[src/rtl/core/assert_macros.svh]
// Assertion macros shared by the matcher RTL.
// Included by threshold_point_matcher_unit; no other dependencies.
`ifndef ASSERT_MACROS_SVH
`define ASSERT_MACROS_SVH

// Property must hold at every clock edge outside reset.
`define TPM_ASSERT(lbl, clk, rstn, prop, msg) \
    lbl: assert property (@(posedge clk) disable iff (!rstn) (prop)) else $error(msg);

// Expression must never be true outside reset.
`define TPM_NEVER(lbl, clk, rstn, expr, msg) \
    lbl: assert property (@(posedge clk) disable iff (!rstn) !(expr)) else $error(msg);

`endif

[src/rtl/core/tpm_pkg.sv]
// Shared types and constants for the threshold point matcher.
// No dependencies; imported by tpm_dist and the top level.
package tpm_pkg;

    localparam int LIMIT_W = 35;
    localparam int CFG_IDX_W = 1;

    localparam logic [CFG_IDX_W-1:0] CFG_INNER = 1'b0;
    localparam logic [CFG_IDX_W-1:0] CFG_OUTER = 1'b1;

    localparam logic [LIMIT_W-1:0] INNER_RESET = 35'd2621;
    localparam logic [LIMIT_W-1:0] OUTER_RESET = 35'd16384;

    typedef enum logic [2:0] {
        ST_IDLE,
        ST_CMP,
        ST_INS,
        ST_SCAN,
        ST_LOAD,
        ST_MARK
    } t_state;

    // Verdict of the distance unit for one stored point
    typedef struct packed {
        logic valid;
        logic match;    // dist^2 <= inner limit
        logic near;     // dist^2 <  outer limit
    } t_dist_res;

endpackage

[src/rtl/core/tpm_dist.sv]
// Pipelined squared-distance and threshold compare unit.
// Depends on tpm_pkg for LIMIT_W and t_dist_res.
module tpm_dist
    import tpm_pkg::*;
#(
    parameter int COORD_BITS = 16,
    parameter int SLOT_W = 5
) (
    input  logic                         i_clk,
    input  logic                         i_rst_n,
    input  logic                         i_vld,
    input  logic [SLOT_W-1:0]            i_slot,
    input  logic signed [COORD_BITS-1:0] i_px,
    input  logic signed [COORD_BITS-1:0] i_py,
    input  logic signed [COORD_BITS-1:0] i_sx,
    input  logic signed [COORD_BITS-1:0] i_sy,
    input  logic [LIMIT_W-1:0]           i_inner,
    input  logic [LIMIT_W-1:0]           i_outer,
    output t_dist_res                    o_res,
    output logic [SLOT_W-1:0]            o_slot
);

    localparam int DW = COORD_BITS + 1;
    localparam int SQ_W = 2 * DW;
    localparam int CMP_W = (SQ_W > LIMIT_W) ? SQ_W : LIMIT_W;

    logic signed [DW-1:0] dx, dy;
    logic [DW-1:0]        r_ax, r_ay;
    logic [SQ_W-1:0]      r_sqx, r_sqy;
    logic [SQ_W-1:0]      sum;
    logic [2:0]           r_vld;
    logic [SLOT_W-1:0]    r_slot1, r_slot2, r_slot3;
    logic                 r_match, r_near;

    assign dx = DW'(i_px) - DW'(i_sx);
    assign dy = DW'(i_py) - DW'(i_sy);
    assign sum = r_sqx + r_sqy;

    always_ff @(posedge i_clk) begin
        if (!i_rst_n) begin
            r_vld <= '0;
        end else begin
            r_vld <= {r_vld[1:0], i_vld};
        end
    end

    always_ff @(posedge i_clk) begin
        // stage 1: magnitudes of the differences
        r_ax    <= dx[DW-1] ? DW'(-dx) : DW'(dx);
        r_ay    <= dy[DW-1] ? DW'(-dy) : DW'(dy);
        r_slot1 <= i_slot;
        // stage 2: squares
        r_sqx   <= SQ_W'(r_ax) * SQ_W'(r_ax);
        r_sqy   <= SQ_W'(r_ay) * SQ_W'(r_ay);
        r_slot2 <= r_slot1;
        // stage 3: sum and compare
        r_match <= CMP_W'(sum) <= CMP_W'(i_inner);
        r_near  <= CMP_W'(sum) <  CMP_W'(i_outer);
        r_slot3 <= r_slot2;
    end

    assign o_res.valid = r_vld[2];
    assign o_res.match = r_match;
    assign o_res.near  = r_near;
    assign o_slot      = r_slot3;

endmodule

[src/rtl/core/threshold_point_matcher_unit.sv]
// Threshold point matcher: table of 2-D points with gated distance matching.
// Depends on tpm_pkg, tpm_dist and assert_macros.svh.
//
// Usage:
//   s_axis carries one point per request: tdata = {y, x}, tlast = frame end.
//   m_axis carries results: tdata = {count, slot, my, mx, dy, dx},
//   tuser = {frame_done, is_match}, tlast = last result of the input point.
//   Write limits on i_cfg_* (0 inner, 1 outer) only while idle; not enforced.
// Sequence per point with N stored points:
//   a compare pass (one read per cycle into the 3-stage distance unit),
//   an insert step, a scan of the N slots that loads one result per match,
//   a marker result when the point ends a frame, and a return to idle.
//   Results come in slot order from the lowest matched slot; the marker
//   comes last. s_axis_tready is high only between points.
// Reset clears the table count and restores the default limits; the table
//   contents are not cleared. A stalled receiver holds the result register
//   and the scan waits on it; nothing is dropped.
module threshold_point_matcher_unit
    import tpm_pkg::*;
#(
    parameter int CAPACITY = 32,
    parameter int COORD_BITS = 16,
    localparam int SLOT_W = (CAPACITY > 1) ? $clog2(CAPACITY) : 1,
    localparam int CNT_W = $clog2(CAPACITY + 1),
    localparam int IN_W = ((2 * COORD_BITS + 7) / 8) * 8,
    localparam int RAW_W = 4 * COORD_BITS + SLOT_W + CNT_W,
    localparam int OUT_W = ((RAW_W + 7) / 8) * 8
) (
    input  logic                 i_clk,
    input  logic                 i_rst_n,
    // configuration write port
    input  logic                 i_cfg_we,
    input  logic [CFG_IDX_W-1:0] i_cfg_index,
    input  logic [LIMIT_W-1:0]   i_cfg_data,
    // point input
    input  logic                 s_axis_tvalid,
    output logic                 s_axis_tready,
    input  logic [IN_W-1:0]      s_axis_tdata,  // point_x, point_y
    input  logic                 s_axis_tlast,  // frame_end
    // result output
    output logic                 m_axis_tvalid,
    input  logic                 m_axis_tready,
    // detected_x, detected_y, matched_x, matched_y, matched_slot, stored_count
    output logic [OUT_W-1:0]     m_axis_tdata,
    output logic [1:0]           m_axis_tuser,  // is_match, frame_done
    output logic                 m_axis_tlast   // last_result
);

    t_state r_state, n_state;

    logic signed [COORD_BITS-1:0] r_px, n_px, r_py, n_py;
    logic                         r_fe, n_fe;
    logic [CNT_W-1:0]             r_count, n_count;
    logic [CNT_W-1:0]             r_limit, n_limit;
    logic [CNT_W-1:0]             r_idx, n_idx;
    logic [CNT_W-1:0]             r_rcv, n_rcv;
    logic                         r_novel, n_novel;
    logic [CAPACITY-1:0]          r_flags, n_flags;
    logic [LIMIT_W-1:0]           r_inner, r_outer;

    logic                         r_out_vld;
    logic [OUT_W-1:0]             r_out_data, n_out_data;
    logic [1:0]                   r_out_user, n_out_user;
    logic                         r_out_last, n_out_last;
    logic                         out_load, out_free;

    logic signed [COORD_BITS-1:0] r_mem_x [CAPACITY];
    logic signed [COORD_BITS-1:0] r_mem_y [CAPACITY];
    logic signed [COORD_BITS-1:0] r_rd_x, r_rd_y;
    logic [SLOT_W-1:0]            r_rd_slot;
    logic                         r_rd_vld;
    logic                         rd_en, wr_en;
    logic [SLOT_W-1:0]            rd_addr;

    t_dist_res                    dres;
    logic [SLOT_W-1:0]            dslot;
    logic [CAPACITY-1:0]          idx_bit;

    tpm_dist #(
        .COORD_BITS(COORD_BITS),
        .SLOT_W    (SLOT_W)
    ) u_dist (
        .i_clk  (i_clk),
        .i_rst_n(i_rst_n),
        .i_vld  (r_rd_vld),
        .i_slot (r_rd_slot),
        .i_px   (r_px),
        .i_py   (r_py),
        .i_sx   (r_rd_x),
        .i_sy   (r_rd_y),
        .i_inner(r_inner),
        .i_outer(r_outer),
        .o_res  (dres),
        .o_slot (dslot)
    );

    assign rd_addr  = r_idx[SLOT_W-1:0];
    assign idx_bit  = CAPACITY'(1) << rd_addr;
    assign out_free = !r_out_vld || m_axis_tready;

    always_comb begin
        n_state    = r_state;
        n_px       = r_px;
        n_py       = r_py;
        n_fe       = r_fe;
        n_count    = r_count;
        n_limit    = r_limit;
        n_idx      = r_idx;
        n_rcv      = r_rcv;
        n_novel    = r_novel;
        n_flags    = r_flags;
        n_out_data = '0;
        n_out_user = '0;
        n_out_last = 1'b0;
        out_load   = 1'b0;
        rd_en      = 1'b0;
        wr_en      = 1'b0;
        s_axis_tready = (r_state == ST_IDLE);

        case (r_state)
            ST_IDLE: begin
                if (s_axis_tvalid) begin
                    n_px    = s_axis_tdata[COORD_BITS-1:0];
                    n_py    = s_axis_tdata[2*COORD_BITS-1:COORD_BITS];
                    n_fe    = s_axis_tlast;
                    n_limit = r_count;
                    n_idx   = '0;
                    n_rcv   = '0;
                    n_novel = 1'b1;
                    n_flags = '0;
                    n_state = ST_CMP;
                end
            end
            ST_CMP: begin
                if (r_idx < r_limit) begin
                    rd_en = 1'b1;
                    n_idx = r_idx + CNT_W'(1);
                end
                if (dres.valid) begin
                    n_rcv = r_rcv + CNT_W'(1);
                    if (dres.match) begin
                        n_flags = r_flags | (CAPACITY'(1) << dslot);
                    end
                    if (dres.near) begin
                        n_novel = 1'b0;
                    end
                end
                if (r_rcv == r_limit) begin
                    n_state = ST_INS;
                end
            end
            ST_INS: begin
                if (r_novel && (r_count < CNT_W'(CAPACITY))) begin
                    wr_en   = 1'b1;
                    n_count = r_count + CNT_W'(1);
                end
                n_idx   = '0;
                n_state = ST_SCAN;
            end
            ST_SCAN: begin
                if (r_idx == r_limit) begin
                    n_state = r_fe ? ST_MARK : ST_IDLE;
                end else if (r_flags[rd_addr]) begin
                    rd_en   = 1'b1;
                    n_state = ST_LOAD;
                end else begin
                    n_idx = r_idx + CNT_W'(1);
                end
            end
            ST_LOAD: begin
                if (out_free) begin
                    out_load = 1'b1;
                    n_out_data[RAW_W-1:0] = {r_count, rd_addr, r_rd_y, r_rd_x, r_py, r_px};
                    n_out_user = 2'b01;
                    n_out_last = !r_fe && ((r_flags & ~idx_bit) == '0);
                    n_flags    = r_flags & ~idx_bit;
                    n_idx      = r_idx + CNT_W'(1);
                    n_state    = ST_SCAN;
                end
            end
            ST_MARK: begin
                if (out_free) begin
                    out_load = 1'b1;
                    n_out_data[RAW_W-1:RAW_W-CNT_W] = r_count;
                    n_out_user = 2'b10;
                    n_out_last = 1'b1;
                    n_state    = ST_IDLE;
                end
            end
            default: begin
                n_state = ST_IDLE;
            end
        endcase
    end

    always_ff @(posedge i_clk) begin
        if (!i_rst_n) begin
            r_state   <= ST_IDLE;
            r_count   <= '0;
            r_inner   <= INNER_RESET;
            r_outer   <= OUTER_RESET;
            r_out_vld <= 1'b0;
            r_rd_vld  <= 1'b0;
        end else begin
            r_state  <= n_state;
            r_count  <= n_count;
            r_rd_vld <= rd_en && (r_state == ST_CMP);
            if (i_cfg_we) begin
                case (i_cfg_index)
                    CFG_INNER: r_inner <= i_cfg_data;
                    CFG_OUTER: r_outer <= i_cfg_data;
                    default: ;
                endcase
            end
            if (out_load) begin
                r_out_vld <= 1'b1;
            end else if (m_axis_tready) begin
                r_out_vld <= 1'b0;
            end
        end
    end

    always_ff @(posedge i_clk) begin
        r_px    <= n_px;
        r_py    <= n_py;
        r_fe    <= n_fe;
        r_limit <= n_limit;
        r_idx   <= n_idx;
        r_rcv   <= n_rcv;
        r_novel <= n_novel;
        r_flags <= n_flags;
        if (out_load) begin
            r_out_data <= n_out_data;
            r_out_user <= n_out_user;
            r_out_last <= n_out_last;
        end
    end

    // point table: one write, one registered read per cycle
    always_ff @(posedge i_clk) begin
        if (wr_en) begin
            r_mem_x[r_count[SLOT_W-1:0]] <= r_px;
            r_mem_y[r_count[SLOT_W-1:0]] <= r_py;
        end
        if (rd_en) begin
            r_rd_x    <= r_mem_x[rd_addr];
            r_rd_y    <= r_mem_y[rd_addr];
            r_rd_slot <= rd_addr;
        end
    end

    assign m_axis_tvalid = r_out_vld;
    assign m_axis_tdata  = r_out_data;
    assign m_axis_tuser  = r_out_user;
    assign m_axis_tlast  = r_out_last;

`include "assert_macros.svh"

    `TPM_ASSERT(a_count_cap, i_clk, i_rst_n, r_count <= CNT_W'(CAPACITY),
        "table count above capacity")
    `TPM_ASSERT(a_rcv_bound, i_clk, i_rst_n, (r_state != ST_CMP) || (r_rcv <= r_limit),
        "more verdicts than reads")
    `TPM_ASSERT(a_accept_busy, i_clk, i_rst_n,
        (s_axis_tvalid && s_axis_tready) |=> (r_state == ST_CMP),
        "accept did not start a compare pass")
    `TPM_NEVER(a_slot_range, i_clk, i_rst_n,
        m_axis_tvalid && m_axis_tuser[0] &&
        (CNT_W'(m_axis_tdata[RAW_W-CNT_W-1:RAW_W-CNT_W-SLOT_W]) >=
         m_axis_tdata[RAW_W-1:RAW_W-CNT_W]),
        "matched slot beyond stored count")

endmodule
[config.mk]
export PLATFORM = sky130hd
export DESIGN_NAME = threshold_point_matcher_unit
export DESIGN_NICKNAME = d
export VERILOG_FILES = /design/src/rtl/core/tpm_pkg.sv /design/src/rtl/core/tpm_dist.sv /design/src/rtl/core/threshold_point_matcher_unit.sv
export VERILOG_INCLUDE_DIRS = /design/src /design/src/rtl/core
export SDC_FILE = /design/constraint.sdc
export NUM_CORES = 2
export LEC_CHECK = 0
export ABC_AREA = 1
export BUFFER_PORTS_ARGS = -buffer_cell sky130_fd_sc_hd__buf_2
export CORE_ASPECT_RATIO = 0.5
export CORE_MARGIN = 10
export CORE_UTILIZATION = 61
export CTS_BUF_LIST = sky130_fd_sc_hd__clkbuf_4 sky130_fd_sc_hd__clkbuf_8
export DETAILED_ROUTE_END_ITERATION = 10
export MAX_ROUTING_LAYER = met4
export PLACE_DENSITY = 0.88
export REMOVE_ABC_BUFFERS = 1
export SLEW_MARGIN = 20
export SYNTH_ARGS = -nofsm -noshare
export SYNTH_HDL_FRONTEND = slang
export SYNTH_SLANG_ARGS = --single-unit
export TNS_END_PERCENT = 100
[constraint.sdc]
create_clock -name i_clk -period 6.56 [get_ports i_clk]
set_input_delay 0.328 -clock i_clk [delete_from_list [all_inputs] [get_ports i_clk]]
set_output_delay 0.328 -clock i_clk [all_outputs]
set_load 0.01 [all_outputs]
# [Yosys cells after proc, flatten, opt, wreduce, memory -nomap -nowiden]
# Memories as Yosys holds them, arrays and structs flattened. A register that Yosys moved wholly into a read port is not among the register bits.
# Cells that the tools add are included.
# W data, S select, Z words.
[totals] ff_bits=370 ramBits=1024 input_bits=74 elab_cells=144 memories=2
[classes] n_addsub=8 multipliers=2 magnitude_cmp=5 eq_ne=18 shift=2 muxes=49 bitwise_logic=4 reduce_logical=23
[mem_list] name="r_mem_x" depth=32 word_bits=16 read_ports=1 rd_ports_with_merged_regs=1 wr=1 line="threshold_point_matcher_unit.sv:67" rtl="logic signed [COORD_BITS-1:0] r_mem_x [CAPACITY];"
[mem_list] name="r_mem_y" depth=32 word_bits=16 read_ports=1 rd_ports_with_merged_regs=1 wr=1 line="threshold_point_matcher_unit.sv:68" rtl="logic signed [COORD_BITS-1:0] r_mem_y [CAPACITY];"
[ops] cell="$mux W32" n=4
[ops] cell="$pmux W32 S3" n=1
[ops] cell="$mux W75" n=1
[ops] cell="$mul A17 B17 Y34" n=2
[ops] cell="$shl A1 B5 Y32 const A" n=2
[ops] cell="$mux W6" n=7
[ops] cell="$le A34 B35 Y1" n=1
[ops] cell="$lt A34 B35 Y1" n=1
[ops] cell="$add A34 B34 Y34" n=1
[ops] cell="$neg A17 Y17" n=2
[ops] cell="$sub A16 B16 Y17" n=2
[ops] cell="$and A32 B32 Y32" n=1
[ops] cell="$logic_not A32 Y1" n=1
[ops] cell="$mux W16" n=2
[ops] cell="$not A32 Y32" n=1
[ops] cell="$or A32 B32 Y32" n=1
[ops] cell="$pmux W6 S5" n=1
[ops] cell="$pmux W6 S2" n=2
[ops] cell="$mux W3" n=7
[ops] cell="$add A6 B1 Y6 const B" n=3
[ops] cell="$pmux W3 S6" n=1
[ops] cell="$mux W1" n=17
[ops] cell="$ne A2 B2 Y1 const B" n=7
[ops] cell="$eq A6 B6 Y1" n=2
[ops] cell="26 further kinds" n=41

# [Logic depth before layout (Yosys ltp)]
[logic_depth] ltp_word=7 mapped_depth=26

# [Modules after synthesis]
# A second synthesis with hierarchy kept.
[hier_totals] hier_cells=7652 hier_area_um2=77705.8
[by_module_without_submodules] mod="threshold_point_matcher_unit" n_inst=1 cells_per_inst=4161 area_each_um2=51655.8 seq_area_each_um2=38346.8
[by_module_without_submodules] mod="tpm_dist" n_inst=1 cells_per_inst=3491 area_each_um2=26050.0 seq_area_each_um2=2402.3

# [Worst setup path before layout]
# No wires, ideal clock.
[synth_path] path_kind="reg2reg" start="register u_dist.r_ay[7]" end="register u_dist.r_sqy[33]" setup_time_ns=0.112 arrival_ns=5.511 slack_ns=0.937 stages_incl_launch_ff=24 n_path_buf=2 synth_period_minus_slack_ns=5.623 cell_sequence="dfxtp_1 -> clkbuf_1 -> clkbuf_1 -> nand2_1 -> fa_1 -> inv_1 -> fa_1 -> inv_1 -> fa_1 -> inv_1 -> fa_1 -> fa_1 -> inv_1 -> fa_1 -> inv_1 -> ha_1 -> a21o_1 -> or2_2 -> o21bai_1 -> a21oi_1 -> nand3b_1 -> nand2_1 -> nand2_1 -> nand2_1"
[synth_between] elab_chain_len=1
[synth_rtl] item="start: declaration" line="tpm_dist.sv:28" rtl="logic [DW-1:0] r_ax, r_ay;"
[synth_rtl] item="start signal: assignment" line="tpm_dist.sv:50" rtl="r_ay <= dy[DW-1] ? DW'(-dy) : DW'(dy);"
[synth_rtl] item="$mul A17 B17 Y34" line="tpm_dist.sv:54" rtl="r_sqy <= SQ_W'(r_ay) * SQ_W'(r_ay);"
[synth_rtl] item="end signal: assignment" line="tpm_dist.sv:54"
[synth_rtl] item="end: declaration" line="tpm_dist.sv:29" rtl="logic [SQ_W-1:0] r_sqx, r_sqy;"
# Every way passes these cells.
# A chain may end at the register's enable or synchronous reset.

# [Worst setup path in the final report]
[layout_path] start="register u_dist.r_ay[4]" end="register u_dist.r_sqy[29]"
# The elaborated chain is that of the path after synthesis.

==> Implementation_results.wiki <==
{| class="wikitable"
! Metric !! Value
|-
| Class of the tightest hold or removal check || in -> reg
|-
| Count of antenna-violating nets left after detailed routing || 0
|-
| Skew-Pair Late Insertion Delay || 0.98 ns
|-
| Pins Over Slew Limit || 0
|-
| Routed WL per cell || 22.36 um
|-
| Layout fillers || 8,273
|-
| Initial antenna violation count || 6
|-
| Flops & latches, synth || 1,424
|-
| Endpoint arrival time on the critical path || 6.84 ns
|-
| Area of the core || 124,100 um^2
|-
| Count of buffers inserted at the top-level ports || 153
|-
| Iteration-0 DRC Markers || 9,100
|-
| EDFF count, synth || 1,223
|-
| Total area of multi-input combinational cells || 30,640 um^2
|-
| Async set-reset flop share out of synthesis || 0
|-
| Growth of design area from synthesis to finish || 9.617%
|-
| Global-route usage over all layers || 0.2954
|-
| Timing-limited maximum frequency || 165.8 MHz
|-
| Vias after detailed routing || 57,754
|-
| Number of top-level design ports || 159
|-
| Detail Placement HPWL || 126,400 um
|-
| CTS buffer count || 189
|-
| Finish-stage setup viols || 0
|-
| Clock tree from TritonCTS || built
|-
| Flip-flop and latch area || 40,750 um^2
|-
| Number of global-route vias before repair || 56,700
|-
| Worst clock skew on the final layout || 0.08504 ns
|-
| Die area || 141,300 um^2
|-
| RSZ-0062 raised after global routing || no
|-
| Drt first pass iters || 8
|-
| Sequential element share of the synthesized area || 0.5308
|-
| Cell row count || 91
|-
| Pin count of the biggest net entering global routing || 243
|-
| Time the final worst path needs with I/O delays and setup || 6.030 ns
|-
| Average instance area after synthesis || 10.46 um^2
|-
| Share of Yosys cell area claimed by the top area cell type || 0.4784
|-
| Maxcap violations || 0
|-
| Crit share post-route || 0.9192
|-
| DRC violation count after routing || 0
|-
| Via count normalized by instance count || 6.176
|-
| WS Path Type || reg -> reg
|-
| Area contributors post-synth || sky130_fd_sc_hd__edfxtp_1 48%, sky130_fd_sc_hd__fa_1 10%, sky130_fd_sc_hd__ha_1 6.1%, sky130_fd_sc_hd__inv_1 5.5%, sky130_fd_sc_hd__dfxtp_1 5.2%
|-
| Post-cts sizing count || 0
|-
| Placer's final routability congestion estimate || 0.9468
|-
| Dominant register cell in the synthesized netlist || sky130_fd_sc_hd__edfxtp_1
|-
| Cells after synthesis || 7,341
|-
| Clock transition at the register clock pins on the worst setup and hold paths after CTS || 0.08 ns
|-
| Largest area contributor in the synthesized netlist || sky130_fd_sc_hd__edfxtp_1
|-
| Cell area after technology mapping || 76,760 um^2
|-
| Clock Tree Root || sky130_fd_sc_hd__clkbuf_8
|-
| Worst min-delay path startpoint || s_axis_tdata[15]
|-
| Sink Count || 1,424
|-
| Endpoint kind of the worst setup timing path || flop
|-
| Slew headroom || 0.2111
|-
| Final setup margin || 0.5300 ns
|-
| Hold EP || r_px[15]
|-
| Origin of the critical flop-to-flop path || u_dist.r_ay[4]
|-
| Number of failing hold endpoints at the final stage || 0
|-
| Status || finished, final reports clean
|-
| Drt total wl || 209,100 um
|-
| Global-route wire length before repair || 318,500 um
|-
| Most frequent standard cell in the layout excluding fill and tap cells || sky130_fd_sc_hd__edfxtp_1
|-
| Overflow after GRT || 0
|-
| Kind of start point of the critical path || flop
|-
| Share of post-route cells with drive strength above 1 || 0.08490
|-
| Most frequent cells in the layout || 1,223 x sky130_fd_sc_hd__edfxtp_1, 1,114 x sky130_fd_sc_hd__inv_1, 918 x sky130_fd_sc_hd__nand2_1
|-
| Cells on worst reg2reg path || 20
|-
| Vertical die dimension || 270.8 um
|-
| Data required time of the worst path || 7.37 ns
|-
| Register-to-register setup slack || 0.53 ns
|-
| Number of nets in the layout || 8,359
|-
| Number of buffers between clock root and the deepest sink || 3
|-
| Max Fanout on Critical Path || 17
|-
| Initial Util || 0.6185
|-
| RR Endpoint || u_dist.r_sqy[29]
|-
| Count of different cell masters after synthesis || 56
|-
| Die X-Extent || 521.7 um
|-
| Worst Max-Slew Pin Slew || 1.183 ns
|-
| Clock H-tree levels || 4
|-
| Worst hold path stage count || 2
|-
| Setup slack at placement || 0.6015 ns
|-
| Count of synthesis-stage warnings from yosys || 0
|}
worst max path at each step:
stage / startpoint / to
after floorplan: r_idx[0] / r_rd_slot[0]
after global routing: u_dist.r_ax[2] / u_dist.r_sqx[32]
after detailed placement: u_dist.r_ax[7] / u_dist.r_sqx[32]
after global placement: u_dist.r_ay[4] / u_dist.r_sqy[33]
final: u_dist.r_ay[4] / u_dist.r_sqy[29]
after CTS: u_dist.r_ax[7] / u_dist.r_sqx[32]
routing by layer:
metal	vias up	share of wire	GRT usage	routed length, um
li1	25081	-	-	-
met5	-	0	-	0
met4	0	0.051	0.1392	10600
met3	892	0.13	0.06999	27870
met2	4549	0.46	0.4585	96960
met1	27232	0.35	0.3679	73650
through the flow:
stage	hold slack, ns	utilization	TNS, ns	std cells	area, um^2
after global routing	0.1119	0.6779	0	9347	84130
after global placement	0.3113	0.6382	0	8919	79200
final	0.06805	0.6780	0	9351	84140
after floorplan	0.3096	-	-1407.39	7003	75320
after detailed placement	0.3121	0.6382	0	8919	79200
after CTS	0.05840	0.6762	0	9331	83930
state kept, by name (all words and copies together) (netlist names), 17 cells and up:
name	flops
m_axis_tdata	75
r_flags	32
r_inner	35
r_mem_x	512
r_mem_y	512
r_outer	35
u_dist.r_ax	17
u_dist.r_ay	17
u_dist.r_sqx	33
u_dist.r_sqy	33
critical path, stage by stage, from the launching register on:
cell and delay [ns]:
sky130_fd_sc_hd__dfxtp_1 0.83, sky130_fd_sc_hd__nand2_1 0.26, sky130_fd_sc_hd__fa_1 0.58, sky130_fd_sc_hd__fa_1 0.47
sky130_fd_sc_hd__fa_1 0.60, sky130_fd_sc_hd__inv_1 0.08, sky130_fd_sc_hd__fa_1 0.44, sky130_fd_sc_hd__fa_1 0.52
sky130_fd_sc_hd__inv_1 0.05, sky130_fd_sc_hd__fa_1 0.47, sky130_fd_sc_hd__inv_1 0.04, sky130_fd_sc_hd__ha_1 0.35
sky130_fd_sc_hd__a21oi_1 0.19, sky130_fd_sc_hd__inv_1 0.05, sky130_fd_sc_hd__a31oi_1 0.26, sky130_fd_sc_hd__o21ai_0 0.20
sky130_fd_sc_hd__nand2_1 0.10, sky130_fd_sc_hd__nand3_1 0.11, sky130_fd_sc_hd__nand2_1 0.08, sky130_fd_sc_hd__nand2_1 0.06
sky130_fd_sc_hd__xor2_1 0.14
cell type report:
type                       count  area share
timing repair buffer         337     0.02990
multi-input combinational   4453      0.3641
inverter                    1126     0.05041
clock inverter                70    0.008297
clock buffer                 258     0.03781
tap                         1674     0.02489
sequential                  1424      0.4843
antenna                        9   0.0002677
what timing repair did:
action | CTS | global route
setup buffers | 0 | 0
setup endpoints to repair | 0 | 0
hold endpoints to repair | 105 | 0
hold buffers | 84 | 0
Yosys cell counts (23+ instances only):
master                     instances
sky130_fd_sc_hd__nand3_1         198
sky130_fd_sc_hd__o21ai_0         734
sky130_fd_sc_hd__nand2_1         920
sky130_fd_sc_hd__fa_1            382
sky130_fd_sc_hd__xnor2_1          41
sky130_fd_sc_hd__nand4_1          67
sky130_fd_sc_hd__nor2_1          827
sky130_fd_sc_hd__nor3_1           32
sky130_fd_sc_hd__edfxtp_1       1223
sky130_fd_sc_hd__o21ai_1          42
sky130_fd_sc_hd__dfxtp_1         201
sky130_fd_sc_hd__inv_1          1117
sky130_fd_sc_hd__clkbuf_1        252
sky130_fd_sc_hd__nand2_2          23
sky130_fd_sc_hd__ha_1            372
sky130_fd_sc_hd__o221ai_1        101
sky130_fd_sc_hd__o211ai_1         53
sky130_fd_sc_hd__xor2_1           96
sky130_fd_sc_hd__o22ai_1         169
sky130_fd_sc_hd__a21oi_1         246
sky130_fd_sc_hd__buf_2            58
logic make-up (layout without fill, tap and decap cells):
| kind of cell | Yosys count | after routing | share of synthesized area |
|---|---|---|---|
| compound gates | 1444 | 1444 | 0.1069 |
| xor+xnor | 138 | 138 | 0.01584 |
| fa+ha+maj | 754 | 754 | 0.1603 |
| buf+inv | 1468 | 1791 | 0.07402 |
| flops | 1424 | 1424 | 0.5308 |
| other cells | 1 | 14 | 0.00004885 |
| simple gates | 2112 | 2112 | 0.1121 |
Power is left out: the tool's default activity adds up to more than one toggle a clock period on the data nets, which glitch-free logic cannot reach.
